==> config.mk <==
export PLATFORM = sky130hd
export DESIGN_NAME = array_linked_list_engine_core_flat
export DESIGN_NICKNAME = d
export VERILOG_FILES = /design/src/hdl/ale_pkg.sv /design/src/hdl/ale_req_if.sv /design/src/hdl/ale_rsp_if.sv /design/src/hdl/array_linked_list_engine_core.sv /design/src/hdl/ale_ram.sv /design/src/hdl/ale_walk_unit.sv /design/src/flat_wrapper.sv
export SDC_FILE = /design/constraint.sdc
export NUM_CORES = 1
export LEC_CHECK = 0
export BUFFER_PORTS_ARGS = -buffer_cell sky130_fd_sc_hd__buf_2
export CAP_MARGIN = 20
export CORE_MARGIN = 1.5
export CORE_UTILIZATION = 45
export CTS_CLUSTER_DIAMETER = 200
export DETAILED_ROUTE_END_ITERATION = 16
export PLACE_DENSITY = 0.6
export SLEW_MARGIN = 20
export SYNTH_ARGS = -nofsm -noshare
export SYNTH_HDL_FRONTEND = slang
export SYNTH_SLANG_ARGS = --single-unit
==> constraint.sdc <==
create_clock -name clk -period 8.03 [get_ports clk]
set_input_delay 0.4015 -clock clk [delete_from_list [all_inputs] [get_ports clk]]
set_output_delay 0.4015 -clock clk [all_outputs]
set_load 0.01 [all_outputs]
==> src/hdl/ale_pkg.sv <==
// Shared types and constants of the array linked list engine.
// Used by the interfaces, the walk unit, the top level and the checker.
package ale_pkg;

    // Node store size; the slot index needs one code more for the null marker.
    localparam int NODE_COUNT = 16;
    localparam int ADDR_W     = $clog2(NODE_COUNT);
    localparam int IDX_W      = $clog2(NODE_COUNT + 1);

    localparam int OP_W     = 3;
    localparam int ELEM_W   = 8;
    localparam int POS_W    = 5;
    localparam int STATUS_W = 2;
    localparam int CMP_W    = (IDX_W > POS_W) ? IDX_W : POS_W;

    localparam logic [IDX_W-1:0] NIL = IDX_W'(NODE_COUNT);

    typedef enum logic [OP_W-1:0] {
        OP_INS_FRONT  = 3'd0,
        OP_INS_REAR   = 3'd1,
        OP_INS_AT     = 3'd2,
        OP_INS_SORTED = 3'd3,
        OP_DEL_FRONT  = 3'd4,
        OP_DEL_REAR   = 3'd5,
        OP_DEL_AT     = 3'd6
    } op_t;

    typedef enum logic [STATUS_W-1:0] {
        ST_DONE  = 2'd0,
        ST_FULL  = 2'd1,
        ST_EMPTY = 2'd2
    } status_t;

    // Everything the walk unit looks at for one link of a walk.
    typedef struct packed {
        logic [OP_W-1:0]          op;
        logic signed [ELEM_W-1:0] elem;
        logic [POS_W-1:0]         pos;
        logic [IDX_W-1:0]         n;
        logic [IDX_W-1:0]         cur;
        logic [IDX_W-1:0]         link;
        logic signed [ELEM_W-1:0] value;
    } walk_in_t;

endpackage

==> src/hdl/ale_req_if.sv <==
// Request channel of the linked list engine: valid, ready and one operation.
// Depends on ale_pkg for the field widths.
interface ale_req_if;
    logic                              valid;
    logic                              ready;
    logic [ale_pkg::OP_W-1:0]          operation;
    logic signed [ale_pkg::ELEM_W-1:0] element;
    logic [ale_pkg::POS_W-1:0]         position;

    modport source (output valid, output operation, output element, output position,
                    input ready);
    modport sink   (input valid, input operation, input element, input position,
                    output ready);
endinterface

==> src/hdl/ale_rsp_if.sv <==
// Response channel of the linked list engine: valid, ready and one result.
// Depends on ale_pkg for the field widths.
interface ale_rsp_if;
    logic                              valid;
    logic                              ready;
    logic [ale_pkg::STATUS_W-1:0]      status;
    logic [ale_pkg::IDX_W-1:0]         slot_index;
    logic signed [ale_pkg::ELEM_W-1:0] removed_value;

    modport source (output valid, output status, output slot_index, output removed_value,
                    input ready);
    modport sink   (input valid, input status, input slot_index, input removed_value,
                    output ready);
endinterface

==> src/hdl/array_linked_list_engine_core.sv <==
// Top level of the array linked list engine: sequencer, head registers and node store.
// Depends on ale_pkg, ale_req_if, ale_rsp_if, ale_ram and ale_walk_unit.
//
// A singly linked list of signed bytes lives in a node store of NODE_COUNT slots,
// with unused slots chained on a free list. Each transfer on req asks for one
// operation (insert front, rear, at position or sorted; delete front, rear or
// at position) and yields exactly one transfer on rsp with the status, the slot
// taken or freed, and the removed value.
// The walk along the list reads one link per cycle from the link memory; an
// operation passes no link for front operations and up to NODE_COUNT - 1 links
// otherwise. The next request is taken in the cycle after the result is
// registered. A full store or empty list is answered without a walk.
// After reset the block chains every slot into the free list and holds
// req.ready low meanwhile.
// The result waits in an output register; a new request is accepted while it
// waits, and a finished operation holds its result until rsp.ready frees the
// register.
module array_linked_list_engine_core (
    input  logic      clk,
    input  logic      rst_n,
    ale_req_if.sink   req,
    ale_rsp_if.source rsp
);

    localparam int AW = ale_pkg::ADDR_W;
    localparam int IW = ale_pkg::IDX_W;
    localparam int EW = ale_pkg::ELEM_W;

    typedef enum logic [2:0] {
        S_INIT,
        S_IDLE,
        S_WALK,
        S_INS_A,
        S_INS_B,
        S_DEL_A,
        S_DEL_B,
        S_DONE
    } state_t;

    state_t                     state_reg, state_next;
    logic [AW-1:0]              init_cnt_reg, init_cnt_next;
    logic [ale_pkg::OP_W-1:0]   op_reg, op_next;
    logic signed [EW-1:0]       elem_reg, elem_next;
    logic [ale_pkg::POS_W-1:0]  pos_reg, pos_next;
    logic [IW-1:0]              prev_reg, prev_next;
    logic [IW-1:0]              cur_reg, cur_next;
    logic [IW-1:0]              n_reg, n_next;
    logic [IW-1:0]              nxt_reg, nxt_next;
    logic signed [EW-1:0]       val_reg, val_next;
    logic [IW-1:0]              list_head_reg, list_head_next;
    logic [IW-1:0]              free_head_reg, free_head_next;
    logic [ale_pkg::STATUS_W-1:0] status_reg, status_next;
    logic [IW-1:0]              slot_reg, slot_next;
    logic signed [EW-1:0]       removed_reg, removed_next;
    logic                       rsp_valid_reg, rsp_valid_next;
    logic [ale_pkg::STATUS_W-1:0] rsp_status_reg, rsp_status_next;
    logic [IW-1:0]              rsp_slot_reg, rsp_slot_next;
    logic signed [EW-1:0]       rsp_removed_reg, rsp_removed_next;

    logic          link_we;
    logic [AW-1:0] link_waddr;
    logic [IW-1:0] link_wdata;
    logic [IW-1:0] link_rd;
    logic          val_we;
    logic [AW-1:0] val_waddr;
    logic [EW-1:0] val_rd;
    logic [AW-1:0] rd_addr;

    ale_pkg::walk_in_t walk;
    logic              advance;
    logic              is_insert;

    ale_ram #(.WIDTH(IW), .DEPTH(ale_pkg::NODE_COUNT)) u_link_ram (
        .clk   (clk),
        .we    (link_we),
        .waddr (link_waddr),
        .wdata (link_wdata),
        .raddr (rd_addr),
        .rdata (link_rd)
    );

    ale_ram #(.WIDTH(EW), .DEPTH(ale_pkg::NODE_COUNT)) u_value_ram (
        .clk   (clk),
        .we    (val_we),
        .waddr (val_waddr),
        .wdata (elem_reg),
        .raddr (rd_addr),
        .rdata (val_rd)
    );

    assign walk.op    = op_reg;
    assign walk.elem  = elem_reg;
    assign walk.pos   = pos_reg;
    assign walk.n     = n_reg;
    assign walk.cur   = cur_reg;
    assign walk.link  = link_rd;
    assign walk.value = $signed(val_rd);

    ale_walk_unit u_walk (
        .walk    (walk),
        .advance (advance)
    );

    assign is_insert = op_reg <= ale_pkg::OP_INS_SORTED;

    assign req.ready         = state_reg == S_IDLE;
    assign rsp.valid         = rsp_valid_reg;
    assign rsp.status        = rsp_status_reg;
    assign rsp.slot_index    = rsp_slot_reg;
    assign rsp.removed_value = rsp_removed_reg;

    always_comb
    begin
        state_next       = state_reg;
        init_cnt_next    = init_cnt_reg;
        op_next          = op_reg;
        elem_next        = elem_reg;
        pos_next         = pos_reg;
        prev_next        = prev_reg;
        cur_next         = cur_reg;
        n_next           = n_reg;
        nxt_next         = nxt_reg;
        val_next         = val_reg;
        list_head_next   = list_head_reg;
        free_head_next   = free_head_reg;
        status_next      = status_reg;
        slot_next        = slot_reg;
        removed_next     = removed_reg;
        rsp_valid_next   = rsp_valid_reg;
        rsp_status_next  = rsp_status_reg;
        rsp_slot_next    = rsp_slot_reg;
        rsp_removed_next = rsp_removed_reg;

        link_we    = 1'b0;
        link_waddr = cur_reg[AW-1:0];
        link_wdata = '0;
        val_we     = 1'b0;
        val_waddr  = free_head_reg[AW-1:0];
        rd_addr    = list_head_reg[AW-1:0];

        if (rsp_valid_reg && rsp.ready)
        begin
            rsp_valid_next = 1'b0;
        end

        unique case (state_reg)
            S_INIT:
            begin
                // Chain slot i to slot i + 1; the last slot gets the null marker.
                link_we    = 1'b1;
                link_waddr = init_cnt_reg;
                link_wdata = IW'(init_cnt_reg) + IW'(1);
                init_cnt_next = init_cnt_reg + AW'(1);
                if (init_cnt_reg == AW'(ale_pkg::NODE_COUNT - 1))
                begin
                    state_next = S_IDLE;
                end
            end

            S_IDLE:
            begin
                if (req.valid)
                begin
                    op_next      = req.operation;
                    elem_next    = req.element;
                    pos_next     = req.position;
                    prev_next    = ale_pkg::NIL;
                    cur_next     = list_head_reg;
                    n_next       = '0;
                    status_next  = ale_pkg::ST_DONE;
                    slot_next    = ale_pkg::NIL;
                    removed_next = '0;
                    unique case (req.operation)
                        ale_pkg::OP_INS_FRONT, ale_pkg::OP_INS_REAR,
                        ale_pkg::OP_INS_AT, ale_pkg::OP_INS_SORTED:
                        begin
                            if (free_head_reg >= ale_pkg::NIL)
                            begin
                                status_next = ale_pkg::ST_FULL;
                                state_next  = S_DONE;
                            end
                            else
                            begin
                                state_next = S_WALK;
                            end
                        end
                        ale_pkg::OP_DEL_FRONT, ale_pkg::OP_DEL_REAR, ale_pkg::OP_DEL_AT:
                        begin
                            if (list_head_reg >= ale_pkg::NIL)
                            begin
                                status_next = ale_pkg::ST_EMPTY;
                                state_next  = S_DONE;
                            end
                            else
                            begin
                                state_next = S_WALK;
                            end
                        end
                        default:
                        begin
                            state_next = S_DONE;
                        end
                    endcase
                end
            end

            S_WALK:
            begin
                // The memories hold the node at cur; on a step the next read
                // goes straight to its link.
                if (advance)
                begin
                    prev_next = cur_reg;
                    cur_next  = link_rd;
                    n_next    = n_reg + IW'(1);
                    rd_addr   = link_rd[AW-1:0];
                end
                else if (is_insert)
                begin
                    rd_addr    = free_head_reg[AW-1:0];
                    state_next = S_INS_A;
                end
                else
                begin
                    nxt_next   = link_rd;
                    val_next   = $signed(val_rd);
                    state_next = S_DEL_A;
                end
            end

            S_INS_A:
            begin
                link_we        = 1'b1;
                link_waddr     = free_head_reg[AW-1:0];
                link_wdata     = cur_reg;
                val_we         = 1'b1;
                val_waddr      = free_head_reg[AW-1:0];
                slot_next      = free_head_reg;
                free_head_next = link_rd;
                state_next     = S_INS_B;
            end

            S_INS_B:
            begin
                if (prev_reg == ale_pkg::NIL)
                begin
                    list_head_next = slot_reg;
                end
                else
                begin
                    link_we    = 1'b1;
                    link_waddr = prev_reg[AW-1:0];
                    link_wdata = slot_reg;
                end
                state_next = S_DONE;
            end

            S_DEL_A:
            begin
                link_we        = 1'b1;
                link_waddr     = cur_reg[AW-1:0];
                link_wdata     = free_head_reg;
                free_head_next = cur_reg;
                slot_next      = cur_reg;
                removed_next   = val_reg;
                state_next     = S_DEL_B;
            end

            S_DEL_B:
            begin
                if (prev_reg == ale_pkg::NIL)
                begin
                    list_head_next = nxt_reg;
                end
                else
                begin
                    link_we    = 1'b1;
                    link_waddr = prev_reg[AW-1:0];
                    link_wdata = nxt_reg;
                end
                state_next = S_DONE;
            end

            S_DONE:
            begin
                if (!rsp_valid_reg || rsp.ready)
                begin
                    rsp_valid_next   = 1'b1;
                    rsp_status_next  = status_reg;
                    rsp_slot_next    = slot_reg;
                    rsp_removed_next = removed_reg;
                    state_next       = S_IDLE;
                end
            end
        endcase
    end

    always_ff @(posedge clk or negedge rst_n)
    begin
        if (!rst_n)
        begin
            state_reg     <= S_INIT;
            init_cnt_reg  <= '0;
            list_head_reg <= ale_pkg::NIL;
            free_head_reg <= '0;
            rsp_valid_reg <= 1'b0;
        end
        else
        begin
            state_reg     <= state_next;
            init_cnt_reg  <= init_cnt_next;
            list_head_reg <= list_head_next;
            free_head_reg <= free_head_next;
            rsp_valid_reg <= rsp_valid_next;
        end
    end

    always_ff @(posedge clk)
    begin
        op_reg          <= op_next;
        elem_reg        <= elem_next;
        pos_reg         <= pos_next;
        prev_reg        <= prev_next;
        cur_reg         <= cur_next;
        n_reg           <= n_next;
        nxt_reg         <= nxt_next;
        val_reg         <= val_next;
        status_reg      <= status_next;
        slot_reg        <= slot_next;
        removed_reg     <= removed_next;
        rsp_status_reg  <= rsp_status_next;
        rsp_slot_reg    <= rsp_slot_next;
        rsp_removed_reg <= rsp_removed_next;
    end

endmodule

==> src/hdl/ale_ram.sv <==
// Generic single-write, single-read RAM with a registered read port.
// No dependencies.
module ale_ram #(
    parameter int WIDTH = 8,
    parameter int DEPTH = 16
) (
    input  logic                     clk,
    input  logic                     we,
    input  logic [$clog2(DEPTH)-1:0] waddr,
    input  logic [WIDTH-1:0]         wdata,
    input  logic [$clog2(DEPTH)-1:0] raddr,
    output logic [WIDTH-1:0]         rdata
);

    logic [WIDTH-1:0] mem [DEPTH];

    always_ff @(posedge clk)
    begin
        if (we)
        begin
            mem[waddr] <= wdata;
        end
        rdata <= mem[raddr];
    end

endmodule

==> src/hdl/ale_walk_unit.sv <==
// Shared compare unit: decides whether the walk moves on by one more link.
// Depends on ale_pkg.
module ale_walk_unit (
    input  ale_pkg::walk_in_t walk,
    output logic              advance
);

    logic cur_ok;
    logic link_ok;
    logic n_ok;
    logic pos_ok;
    logic greater;

    assign cur_ok  = walk.cur < ale_pkg::NIL;
    assign link_ok = walk.link < ale_pkg::NIL;
    assign n_ok    = walk.n < ale_pkg::NIL;
    assign pos_ok  = ale_pkg::CMP_W'(walk.n) < ale_pkg::CMP_W'(walk.pos);
    assign greater = walk.elem > walk.value;

    always_comb
    begin
        // Inserts stop on the node that will follow the new one; deletes stop
        // on the node to be removed, so they look one link ahead.
        unique case (walk.op)
            ale_pkg::OP_INS_REAR:   advance = cur_ok && n_ok;
            ale_pkg::OP_INS_AT:     advance = cur_ok && n_ok && pos_ok;
            ale_pkg::OP_INS_SORTED: advance = cur_ok && n_ok && greater;
            ale_pkg::OP_DEL_REAR:   advance = link_ok && n_ok;
            ale_pkg::OP_DEL_AT:     advance = link_ok && n_ok && pos_ok;
            default:                advance = 1'b0;
        endcase
    end

endmodule

==> src/flat_wrapper.sv <==
// flat-port wrapper written by rule: the top's interface ports become plain ports
module array_linked_list_engine_core_flat 
  (clk, rst_n, req_valid, req_operation, req_element, req_position, req_ready, rsp_valid, rsp_status, rsp_slot_index, rsp_removed_value, rsp_ready);
  ale_req_if req_i ();
  ale_rsp_if rsp_i ();
  input  logic clk;
  input  logic rst_n;
  input wire logic [$bits(req_i.valid)-1:0] req_valid;
  input wire logic [$bits(req_i.operation)-1:0] req_operation;
  input wire logic [$bits(req_i.element)-1:0] req_element;
  input wire logic [$bits(req_i.position)-1:0] req_position;
  output wire logic [$bits(req_i.ready)-1:0] req_ready;
  output wire logic [$bits(rsp_i.valid)-1:0] rsp_valid;
  output wire logic [$bits(rsp_i.status)-1:0] rsp_status;
  output wire logic [$bits(rsp_i.slot_index)-1:0] rsp_slot_index;
  output wire logic [$bits(rsp_i.removed_value)-1:0] rsp_removed_value;
  input wire logic [$bits(rsp_i.ready)-1:0] rsp_ready;
  assign req_i.valid = req_valid;
  assign req_i.operation = req_operation;
  assign req_i.element = req_element;
  assign req_i.position = req_position;
  assign req_ready = req_i.ready;
  assign rsp_valid = rsp_i.valid;
  assign rsp_status = rsp_i.status;
  assign rsp_slot_index = rsp_i.slot_index;
  assign rsp_removed_value = rsp_i.removed_value;
  assign rsp_i.ready = rsp_ready;
  array_linked_list_engine_core u_core (.clk(clk), .rst_n(rst_n), .req(req_i), .rsp(rsp_i));
endmodule
==> flow_metrics.env, run 1 <==
export IMPL_synth_edf_count=282
export IMPL_r2r_cells=11
export IMPL_hold_ws_ns=0.0549
export IMPL_leakage_uw=0.00585
export IMPL_cp_required_ns=8.42
export IMPL_fin_crit_sh=0.644
export IMPL_maxCapViolCount=0
export IMPL_grt_overflow=0
export IMPL_cp_arrival_ns=5.57
export IMPL_netlist_top_cell_by_area="edfxtp_1"
export IMPL_synthTopCellsByCount="edfxtp_1, inv_1, nor2_1, nand4_1, o211ai_1"
export IMPL_post_cts_buffers=0
export IMPL_post_route_drc_count=0
export IMPL_die_y_um=176
export IMPL_tns_ns=0
export IMPL_routed_via_density=5.72
export IMPL_synth_cell_types=58
export IMPL_drive_gt1_frac=0.152
export IMPL_crit_path_start_kind="flop"
export IMPL_yosysWarnings=0
export IMPL_pre_cts_slack_ns=2.85
export IMPL_rr_startpoint="u_core.elem_reg[3]"
export IMPL_path_clk_slew_ns=0.06
export IMPL_top_regs="u_core.u_value_ram.mem (128), u_core.u_link_ram.mem (80)"
export IMPL_finalSetupViolations=0
export IMPL_reg2reg_to="u_core.u_value_ram.rdata[0]"
export IMPL_critPathLaunch="u_core.elem_reg[3]"
export IMPL_crit_fanout=65
export IMPL_max_freq_ghz=0.193
export IMPL_dr_pass1_iters=5
export IMPL_yosys_area_top_type_share=0.628
export IMPL_grtUsageTotal=0.205
export IMPL_vdd_drop_max_mv=0.171
export IMPL_drv_slew=0
export IMPL_antenna_found_initial=1
export IMPL_hold_viol_final=0
export IMPL_tightestPinTransition_ns=1.07
export IMPL_powerDensity_nw_per_um2=395
export IMPL_cts_resized_gates=0
export IMPL_fill_cells=2481
export IMPL_rsz0062_at_grt="false"
export IMPL_avgRoutedWirePerCell_um=22.3
export IMPL_largest_reg_flops=128
export IMPL_cts_hold_buf=1
export IMPL_die_area_sq_um=31000
export IMPL_drt_iter0_markers=694
export IMPL_synth_cells=964
export IMPL_cts_buffer_depth=3
export IMPL_coreArea_sq_um=29600
export IMPL_syn_nets=998
export IMPL_synth_flop_cell="edfxtp_1"
export IMPL_hold_class="in2reg"
export IMPL_cts_sinks=313
export IMPL_ctsHtreeMaxLevel=2
export IMPL_cts_tree="done"
export IMPL_syn_cell_area_sq_um=13500
export IMPL_synth_async_reset_ratio=0.0575
export IMPL_worstSetupEndpointType="flop"
export IMPL_antenna_cells=0
export IMPL_synth_avg_cell_area_sq_um=14.0
export IMPL_gp_congestion=0.817
export IMPL_row_count=63
export IMPL_grt_pass1_vias=7684
export IMPL_syn_to_final_growth_pct=12.0
export IMPL_ys_seq_elements=313
export IMPL_worstSetupEndpoint="u_core.u_value_ram.rdata[0]"
export IMPL_clockRootBuffer="clkbuf_16"
export IMPL_vias=8031
export IMPL_skew_ns=0.0152
export IMPL_fin_ws_ns=2.86
export IMPL_synth_most_common_cell="edfxtp_1"
export IMPL_wirelength_um=31300
export IMPL_grt_pass1_wl_um=47800
export IMPL_initial_core_util=0.456
export IMPL_portBuffers=36
export IMPL_clock_latency_ns=0.52
export IMPL_synth_area_leaders="edfxtp_1, o211a_1, dfrtp_1"
export IMPL_crit_type="reg2reg"
export IMPL_io_pins=37
export IMPL_dpl_hpwl_um=19800
export IMPL_cts_inserted_buffers=34
export IMPL_grt_max_degree=105
export IMPL_die_w_um=176
export IMPL_drtAntennaViolNets=0
export IMPL_status="finished clean"
export IMPL_slew_headroom=0.281
export IMPL_synth_yosys_seq_area_share=0.681
export IMPL_r2r_slack_ns=2.86
export IMPL_period_needed_ns=5.17
export IMPL_largest_register="u_core.u_value_ram.mem"
export IMPL_fin_nets=1026
## final cells by class
| type | instances | area, sq um | share of cell area |
|---|---|---|---|
| clock inverters | 19 | 138 | 0.00911 |
| well taps | 390 | 488 | 0.0323 |
| repair buffers | 58 | 355 | 0.0235 |
| flip-flops and latches | 313 | 9180 | 0.608 |
| multi-input cells | 513 | 3780 | 0.250 |
| inverters | 72 | 270 | 0.0179 |
| clock buffers | 40 | 893 | 0.0592 |
## cells by family (layout without fill, tap and decap cells)
logic type      count (synthesis)  after routing  share of synthesized area
buf+inv                       138            189                     0.0431
mux                            65             65                     0.0533
fa+ha+maj                      14             14                     0.0130
simple gates                  241            241                     0.0944
flops                         313            313                      0.681
compound gates                185            185                      0.110
xor+xnor                        8              8                    0.00520
## per-stage QoR
stage | utilization | total power [uW] | cell area [sq um] | cells
after floorplan | - | 3880 | 13500 | 964
after global placement | 0.475 | 4510 | 14000 | 1343
after detailed placement | 0.476 | 4550 | 14100 | 1345
after CTS | 0.511 | 6000 | 15100 | 1405
after global routing | 0.511 | 6280 | 15100 | 1405
final | 0.511 | 5970 | 15100 | 1405
## layer usage
| metal | routed length [um] | part of all wire | track usage | vias to the layer above |
|---|---|---|---|---|
| met5 | 0 | 0 | 0 | - |
| met4 | 496 | 0.016 | 0.0488 | 0 |
| met1 | 13800 | 0.44 | 0.283 | 4005 |
| met3 | 2000 | 0.064 | 0.0450 | 41 |
| met2 | 15000 | 0.48 | 0.331 | 236 |
| li1 | - | - | - | 3749 |
## report_power, final
group / switching (uW) / internal [uW] / total (uW)
sequential: 216 / 2250 / 2460
clock: 624 / 831 / 1450
combinational: 1330 / 724 / 2050
## worst min path at each step
stage / slack [ns] / cells after the start / end / from
2_1_floorplan: 0.11 / 0 / u_core.free_head_reg[0] / rst_n
3_3_place_gp: 0.40 / 1 / u_core.rsp.valid / rst_n
3_5_place_dp: 0.40 / 1 / u_core.state_reg[2] / rst_n
4_1_cts: 0.04 / 1 / u_core.elem_reg[2] / req_element[2]
5_1_grt: 0.04 / 1 / u_core.elem_reg[0] / req_element[0]
6_report: 0.05 / 1 / u_core.pos_reg[2] / req_position[2]
## cells in the final DEF (no fill, tap or decap), types with 11 or more instances in the layout
cell and count:
ha_1 14, nor2_1 55, inv_1 72, o211a_1 52
nand4_1 55, mux2i_1 11, mux2_1 20, mux2_2 34
dfrtp_1 17, a21oi_1 21, buf_2 36, clkbuf_16 34
buf_4 19, nand2_1 53, a22oi_1 13, dfxtp_1 13
o211ai_1 55, edfxtp_1 282, or4_1 13
## critical path: stages, from the launching register on
cell,delay [ns]
edfxtp_1,0.69
ha_1,0.45
o211ai_1,0.10
a21oi_1,0.28
o21bai_4,0.15
a32oi_4,0.23
buf_4,0.54
and3_4,0.86
buf_4,0.58
mux2_1,0.38
o211a_1,0.21
or4_1,0.51
Power figures use the tool's default switching activity.
==> run 2: changes to the inputs <==
--- a/config.mk
+++ b/config.mk
@@ -5,13 +5,14 @@
 export SDC_FILE = /design/constraint.sdc
 export NUM_CORES = 1
 export LEC_CHECK = 0
+export ABC_AREA = 1
 export BUFFER_PORTS_ARGS = -buffer_cell sky130_fd_sc_hd__buf_2
 export CAP_MARGIN = 20
 export CORE_MARGIN = 1.5
 export CORE_UTILIZATION = 45
 export CTS_CLUSTER_DIAMETER = 200
 export DETAILED_ROUTE_END_ITERATION = 16
-export PLACE_DENSITY = 0.6
+export PLACE_DENSITY = 0.62
 export SLEW_MARGIN = 20
 export SYNTH_ARGS = -nofsm -noshare
 export SYNTH_HDL_FRONTEND = slang
==> constraint.sdc (replaced) <==
create_clock -name clk -period 4.6 [get_ports clk]
set_input_delay 0.23 -clock clk [delete_from_list [all_inputs] [get_ports clk]]
set_output_delay 0.23 -clock clk [all_outputs]
set_load 0.01 [all_outputs]
==> run 2 against run 1 <==
Against the previous run:
- utilization up 0.50 points
- highest routed layer unchanged
- total power up 71%
- final cell count up 25%
- critical path depth up 9
==> flow_metrics.env, run 2 <==
export IMPL_status="finished clean"
export IMPL_regArea_sq_um=9180
export IMPL_rsz0062_at_grt="false"
export IMPL_initial_core_util=0.460
export IMPL_leakage_uw=0.00633
export IMPL_synth_avg_cell_area_sq_um=10.6
export IMPL_cts_tree="done"
export IMPL_cts_sinks=313
export IMPL_row_count=63
export IMPL_finalSetupViolations=0
export IMPL_syn_nets=1332
export IMPL_tns_ns=0
export IMPL_ys_seq_elements=313
export IMPL_die_area_sq_um=31500
export IMPL_finalPower_uw=10200
export IMPL_skew_ns=0.0184
export IMPL_fill_cells=2660
export IMPL_powerDensity_nw_per_um2=666
export IMPL_synth_most_common_cell="nand2_1"
export IMPL_max_freq_ghz=0.273
export IMPL_synth_cell_types=41
export IMPL_grt_max_degree=105
export IMPL_worstSetupEndpointType="flop"
export IMPL_ctsHtreeMaxLevel=1
export IMPL_yosys_area_top_type_share=0.618
export IMPL_syn_cell_area_sq_um=13700
export IMPL_final_cell_mix="nand2_1, edfxtp_1, nand3_1, inv_1, nor2_1"
export IMPL_grtUsageTotal=0.217
export IMPL_tightestPinTransition_ns=0.986
export IMPL_clockRootBuffer="clkbuf_16"
export IMPL_drtAntennaViolNets=0
export IMPL_die_y_um=177
export IMPL_io_pins=37
export IMPL_synth_edf_count=282
export IMPL_cts_resized_gates=0
export IMPL_portBuffers=36
export IMPL_largest_register="u_core.u_value_ram.mem"
export IMPL_synth_top_family_by_area="simple AND/OR/NAND/NOR gates"
export IMPL_grt_overflow=0
export IMPL_synth_async_reset_ratio=0.0575
export IMPL_synthTopCellsByCount="nand2_1, edfxtp_1, nand3_1, inv_1, nor2_1"
export IMPL_hold_class="in2reg"
export IMPL_gp_congestion=0.931
export IMPL_routed_via_density=5.35
export IMPL_maxCapViolCount=0
export IMPL_fin_crit_sh=0.797
export IMPL_dr_pass1_iters=5
export IMPL_multi_input_area_sq_um=3510
export IMPL_top_regs="u_core.u_value_ram.mem (128), u_core.u_link_ram.mem (80)"
export IMPL_dpl_hpwl_um=21000
export IMPL_drive_gt1_frac=0.0869
export IMPL_synth_flop_cell="edfxtp_1"
export IMPL_avgRoutedWirePerCell_um=18.9
export IMPL_grt_pass1_vias=9087
export IMPL_synthXorXnorAreaFrac=0.00192
export IMPL_synthSimpleGateAreaFrac=0.205
export IMPL_wirelength_um=33200
export IMPL_path_clk_slew_ns=0.06
export IMPL_cp_required_ns=5.06
export IMPL_muxShareOfSynthArea=0
export IMPL_post_route_drc_count=0
export IMPL_yosysWarnings=0
export IMPL_fin_nets=1378
export IMPL_synth_compound_area_frac=0.0333
export IMPL_vias=9402
export IMPL_pre_cts_slack_ns=0.991
export IMPL_cts_inserted_buffers=31
export IMPL_die_w_um=177
export IMPL_period_needed_ns=3.67
export IMPL_drt_iter0_markers=854
export IMPL_largest_reg_flops=128
export IMPL_netlist_top_cell_by_area="edfxtp_1"
export IMPL_coreArea_sq_um=29800
export IMPL_crit_fanout=56
export IMPL_antenna_found_initial=0
export IMPL_crit_path_start_kind="flop"
export IMPL_synth_adder_area_share=0.0128
export IMPL_synth_cells=1298
export IMPL_syn_to_final_growth_pct=12.2
export IMPL_synth_yosys_seq_area_share=0.670
export IMPL_cts_buffer_depth=3
export IMPL_final_common_cell="nand2_1"
export IMPL_slew_headroom=0.342
export IMPL_hold_viol_final=0
export IMPL_fin_ws_ns=0.933
export IMPL_antenna_cells=0
export IMPL_drv_slew=0
export IMPL_cp_arrival_ns=4.12
export IMPL_vdd_drop_max_mv=0.331
export IMPL_clock_latency_ns=0.56
export IMPL_synth_area_leaders="edfxtp_1, nand3_1, nand2_1"
export IMPL_crit_type="reg2reg"
export IMPL_grt_pass1_wl_um=52100
-- run 2: final cells by class --
cell class                 count  share of cell area
clock buffer                  38              0.0522
timing repair buffer          69              0.0324
tap                          390              0.0317
clock inverter                20              0.0116
inverter                     191              0.0466
sequential                   313               0.597
multi-input combinational    738               0.228
-- run 2: path summary, 6_finish.rpt --
| path | from | end | slack, ns | cells after the start |
|---|---|---|---|---|
| setup / recovery | u_core.elem_reg[1] | u_core.u_value_ram.rdata[6] | 0.93 | 20 |
| hold / removal | req_valid | u_core.state_reg[2] | 0.10 | 5 |
| setup reg to reg | u_core.elem_reg[1] | u_core.u_value_ram.rdata[6] | 0.93 | 20 |
| hold reg to reg | u_core.status_reg[1] | u_core.rsp.status[1] | 0.42 | 0 |
| max in group asynchronous | rst_n | u_core.list_head_reg[4] | 4.08 | 2 |
| min in group asynchronous | rst_n | u_core.free_head_reg[3] | 0.16 | 2 |
-- run 2: critical path: stages, from the launching register on --
cell and delay [ns]:
edfxtp_1 0.87, ha_1 0.38, nand2_1 0.07, nand2_1 0.05
nand2_1 0.05, nand2_1 0.04, nand2_1 0.07, nand3_1 0.07
nand3_1 0.09, nand2_1 0.06, nand2_2 0.09, nand2_2 0.13
nand2_2 0.11, nand3_4 0.09, nand2_4 0.47, buf_12 0.34
nand2_1 0.08, nand3_1 0.07, nand3_1 0.12, nand3_1 0.20
nand2_1 0.07
-- run 2: timing repair --
item,4_1_cts,5_1_grt
hold buffers,18,0
setup buffers,0,0
endpoints found under the setup margin,0,0
endpoints found under the hold margin,35,0
-- run 2: report_power, final --
| group | internal (uW) | total [uW] | switching [uW] | leakage, uW |
|---|---|---|---|---|
| registers | 3910 | 4180 | 268 | 0.00291 |
| clock network | 1400 | 2460 | 1060 | 0.000474 |
| logic | 973 | 3600 | 2620 | 0.00295 |
-- run 2: kinds of logic (layout without fill, tap and decap cells) --
group,count (synthesis),after routing
XOR/XNOR,3,3
AND/OR/NAND/NOR,648,648
AO/OA/AOI/OAI,73,73
flip-flops,313,313
adder cells (fa/ha/maj),14,14
buffers and inverters,247,318
-- run 2: layer usage --
metal	vias up	track usage	wire [um]
met4	0	0.0620	776
li1	4469	-	-
met1	4574	0.307	14500
met2	308	0.352	15700
met5	-	0	0
met3	51	0.0296	2170
-- run 2: metrics by stage --
step                      instances  instance area (sq um)  utilization  hold slack [ns]
after floorplan                1298                  13700            -          -0.0656
after global placement         1682                  14200        0.477            0.224
after detailed placement       1683                  14200        0.477            0.223
after CTS                      1759                  15400        0.516           0.0878
after global routing           1759                  15400        0.516            0.144
final                          1759                  15400        0.516            0.103
